--- config.mk ---
export PLATFORM = sky130hd
export DESIGN_NAME = mrs_store
export DESIGN_NICKNAME = d
export VERILOG_FILES = /design/src/design/mrs_store.sv
export SDC_FILE = /design/constraint.sdc
export NUM_CORES = 2
export LEC_CHECK = 0
export BUFFER_PORTS_ARGS = -buffer_cell sky130_fd_sc_hd__buf_2
export CORE_UTILIZATION = 60
export CTS_BUF_LIST = sky130_fd_sc_hd__clkbuf_16
export CTS_CLUSTER_SIZE = 14
export DETAILED_ROUTE_END_ITERATION = 8
export PLACE_DENSITY = 0.76
export SETUP_SLACK_MARGIN = 0.2
export SYNTH_ARGS = -nofsm -noshare
export SYNTH_HDL_FRONTEND = slang
export SYNTH_SLANG_ARGS = --single-unit
--- constraint.sdc ---
create_clock -name clk -period 6.9 [get_ports clk]
set_input_delay 1.38 -clock clk [delete_from_list [all_inputs] [get_ports clk]]
set_output_delay 1.38 -clock clk [all_outputs]
set_load 0.02 [all_outputs]
--- src/design/mrs_store.sv ---
// ----------------------------------------------------------------------------
// mrs_store: one register store, a synchronous simple dual-port memory with
// one write port and one registered read port.
// ----------------------------------------------------------------------------
module mrs_store #(
    parameter int DEPTH = 256,
    parameter int AW    = 8
) (
    input  logic          clk,
    input  logic          we,
    input  logic [AW-1:0] waddr,
    input  logic [15:0]   wdata,
    input  logic [AW-1:0] raddr,
    output logic [15:0]   rdata
);
    logic [15:0] mem [DEPTH];

    always_ff @(posedge clk)
    begin
        if (we)
            mem[waddr] <= wdata;
        rdata <= mem[raddr];
    end
endmodule

==> impl_metrics.toml <==
[timing]
holdWs_ns = 0.8632
timing.final.max_slew_violations = 2
setup_ws_ns = 1.956
setup_viol = 0
period_needed_ns = 4.944
fmaxAchievable_mhz = 202.2
worst_pin_slew_ns = 1.593
maxSlewHeadroom_pct = -7.014
skew_ns = 0.08756
rsz0062_at_grt = "no"
hold_viol_final = 0
timing.final.crit_share_pct = 71.66
tns_ns = 0

[final_layout]
syn2layout_area_growth_pct = 11.81
utilization_pct = 67.54
final_nets = 7816
fin_cells = 11640
nFillCells = 15640
drive_gt1_share_pct = 24.18
multiInputGateArea_sq_um = 32920
ff_latch_area_sq_um = 123300
fin_area_sq_um = 177500

[drt]
dr.pass1.iters = 6
avgViaCountPerCell = 6.998
drt-total-wl_mm = 417.1
dr.first_iter.drc_count = 12250
vias = 81440
drt-wirelength-per-cell_um = 35.84
postRouteAntennaNets = 0
route.detailed.drc = 0

[cts]
cts_buffer_depth = 4
cts_setup_buffers = 0
cts_buffers = 398
hold_buffers = 0
htree_levels = 5
cts-root-buf = "clkbuf_16"
ctsResizeCount = 0
cts.clk_slew.worst_paths_ns = 0.06
clock-sinks = 4112
clk_latency_ns = 0.95
cts_tree = "done"

[synthesis]
synth-adder-area-share_pct = 0
netlist_area_sq_um = 158700
synth_mux_area_share_pct = 15.50
syn_inst = 7360
synth_compound_area_share_pct = 3.537
synth_flop_cell = "edfxtp_1"
yosysUniqueCellTypes = 52
ys_warn_count = 0
ys_ff_latch = 4112
yosys.area_share.xor_xnor_pct = 0
syn_area_per_cell_sq_um = 21.56
yosysSeqAreaShare_pct = 77.70
async_flop_share_pct = 0
synth_top_family_by_area = "multiplexers"
synth_nets = 7394
synth_simple_gate_area_share_pct = 1.574
synth_edf_count = 4096

[worst_setup_path]
cp-end-kind = "flop"
cp-endpoint = "rdata[8]"
r2r-start = "mem[131][8]"
r2r_slack_ns = 3.27
required_ns = 7.65
crit_path_start_kind = "primary input"
startpoint = "raddr[1]"
cp_max_fo = 58
reg2regPathDepth = 7
path_class = "in -> reg"
r2r-end = "rdata[8]"
worstPathArrival_ns = 5.70

[placed_design]
place_congestion = 0.9418
hpwl_mm = 237.7
port_buffers = 49
place_area_sq_um = 164700
dp_cells = 10900
dp_slack_ns = 1.161

[grt]
antenna_found_initial = 30
grt_pass1_vias = 80780
grt_max_degree = 193
gr-usage-all-layers_pct = 31.53
grt_overflow = 0
grt_pass1_wl_mm = 590.7

[power_and_ir_drop]
total_power_mw = 51.52
powerDensity_nw_per_um2 = 290.3
ir_drop_uv = 241.0
power_leakage_nw = 56.71

[run_status]
outcome = "finished, violations left"
violations = "max-capacitance violations, max-slew violations"

[floorplanning]
die_h_um = 516.3
die_area_sq_um = 266600
start_util_pct = 60.41
io_pins = 50
fp.dieW_um = 516.3
core_area_sq_um = 262700
row_count = 188

[job]
drv_cap = 1

[hold_path]
hold_path_class = "in -> reg"
==> synthesized netlist by cell type (all sizes together) (35+ instances only) <==
| cell | instances | area share (%) |
|---|---|---|
| a21oi | 175 | 0.55 |
| o221ai | 253 | 1.4 |
| mux4 | 797 | 11 |
| clkbuf | 230 | 0.54 |
| nor2 | 304 | 0.72 |
| mux2i | 565 | 3.6 |
| a22oi | 43 | 0.20 |
| o21ai | 38 | 0.12 |
| nand3 | 35 | 0.11 |
| edfxtp | 4096 | 77 |
| nor3 | 92 | 0.29 |
| buf | 222 | 1.1 |
| nand2 | 38 | 0.090 |
| o22ai | 148 | 0.58 |
| mux2 | 88 | 0.62 |
==> final cells by class <==
cell class	count	share of cell area (%)
clock buffers	402	5.669
well taps	3515	2.478
diodes	20	0.02820
repair buffers	474	2.281
clock inverters	319	1.490
inverters	4	0.01551
multi-input cells	2792	18.55
flip-flops and latches	4112	69.49
==> where the power goes <==
group	total [mW]	internal [mW]	switching [mW]	leakage (nW)
clock	21.4	12.1	9.26	6.51
sequential	27.6	27.5	0.0740	36.9
combinational	2.54	0.852	1.69	13.2
total	51.5	40.5	11.0	56.7
==> placed cells by master, fill, tap and decap left out, types with 8 or more instances in the layout <==
cell type and count:
a211oi_1 18, a21oi_1 175, a221oi_1 28, a22o_1 32, a22oi_1 43, and3_1 11
buf_12 33, buf_2 29, buf_4 390, buf_8 17, bufinv_16 41, clkbuf_16 402
clkinv_1 108, clkinv_2 63, dfxtp_1 16, diode_2 20, edfxtp_1 4096, inv_1 77
inv_6 9, mux2_2 88, mux2i_1 565, mux4_2 797, nand2_1 38, nand3_1 26
nand3_2 9, nand4_1 26, nor2_1 276, nor2_2 27, nor2b_1 9, nor3_1 84
nor3_2 8, nor4_1 17, o21ai_0 37, o221ai_1 252, o22ai_1 148, o31ai_1 13
o32ai_1 20
==> kinds of logic after synthesis <==
group / after synthesis
compound gates: 786
buf+inv: 456
flops: 4112
mux: 1450
simple gates: 556
==> routing by layer <==
layer / GRT usage (%) / wire length [um] / vias up
li1: - / - / 32110
met1: 42.96 / 145700 / 42170
met2: 48.93 / 196800 / 6087
met3: 7.676 / 52580 / 1069
met4: 14.15 / 22000 / 8
met5: 0 / 67 / -
==> worst max-delay path, cell delays in order <==
cell	delay, ns
buf_8	0.42
buf_4	0.57
buf_4	0.68
mux4_2	0.43
mux4_2	0.50
a22o_1	0.32
o32ai_1	0.99
buf_4	0.26
nor4_1	0.05
==> how the worst min path moves through the flow <==
| stage | start | depth (start not counted) | endpoint | slack, ns |
|---|---|---|---|---|
| 2_1_floorplan | mem[232][1] | 6 | rdata[1] | 0.85 |
| 3_3_place_gp | mem[216][4] | 5 | rdata[4] | 0.96 |
| 3_5_place_dp | mem[218][4] | 5 | rdata[4] | 0.99 |
| 4_1_cts | wdata[15] | 1 | mem[79][15] | 0.83 |
| 5_1_grt | wdata[15] | 1 | mem[76][15] | 0.85 |
| 6_report | wdata[15] | 1 | mem[79][15] | 0.86 |
==> registers in the layout, indices dropped and copies added, names as in the netlist <==
register / flops
mem: 4096
rdata: 16
Note: power is estimated with default switching activity, not from simulation.
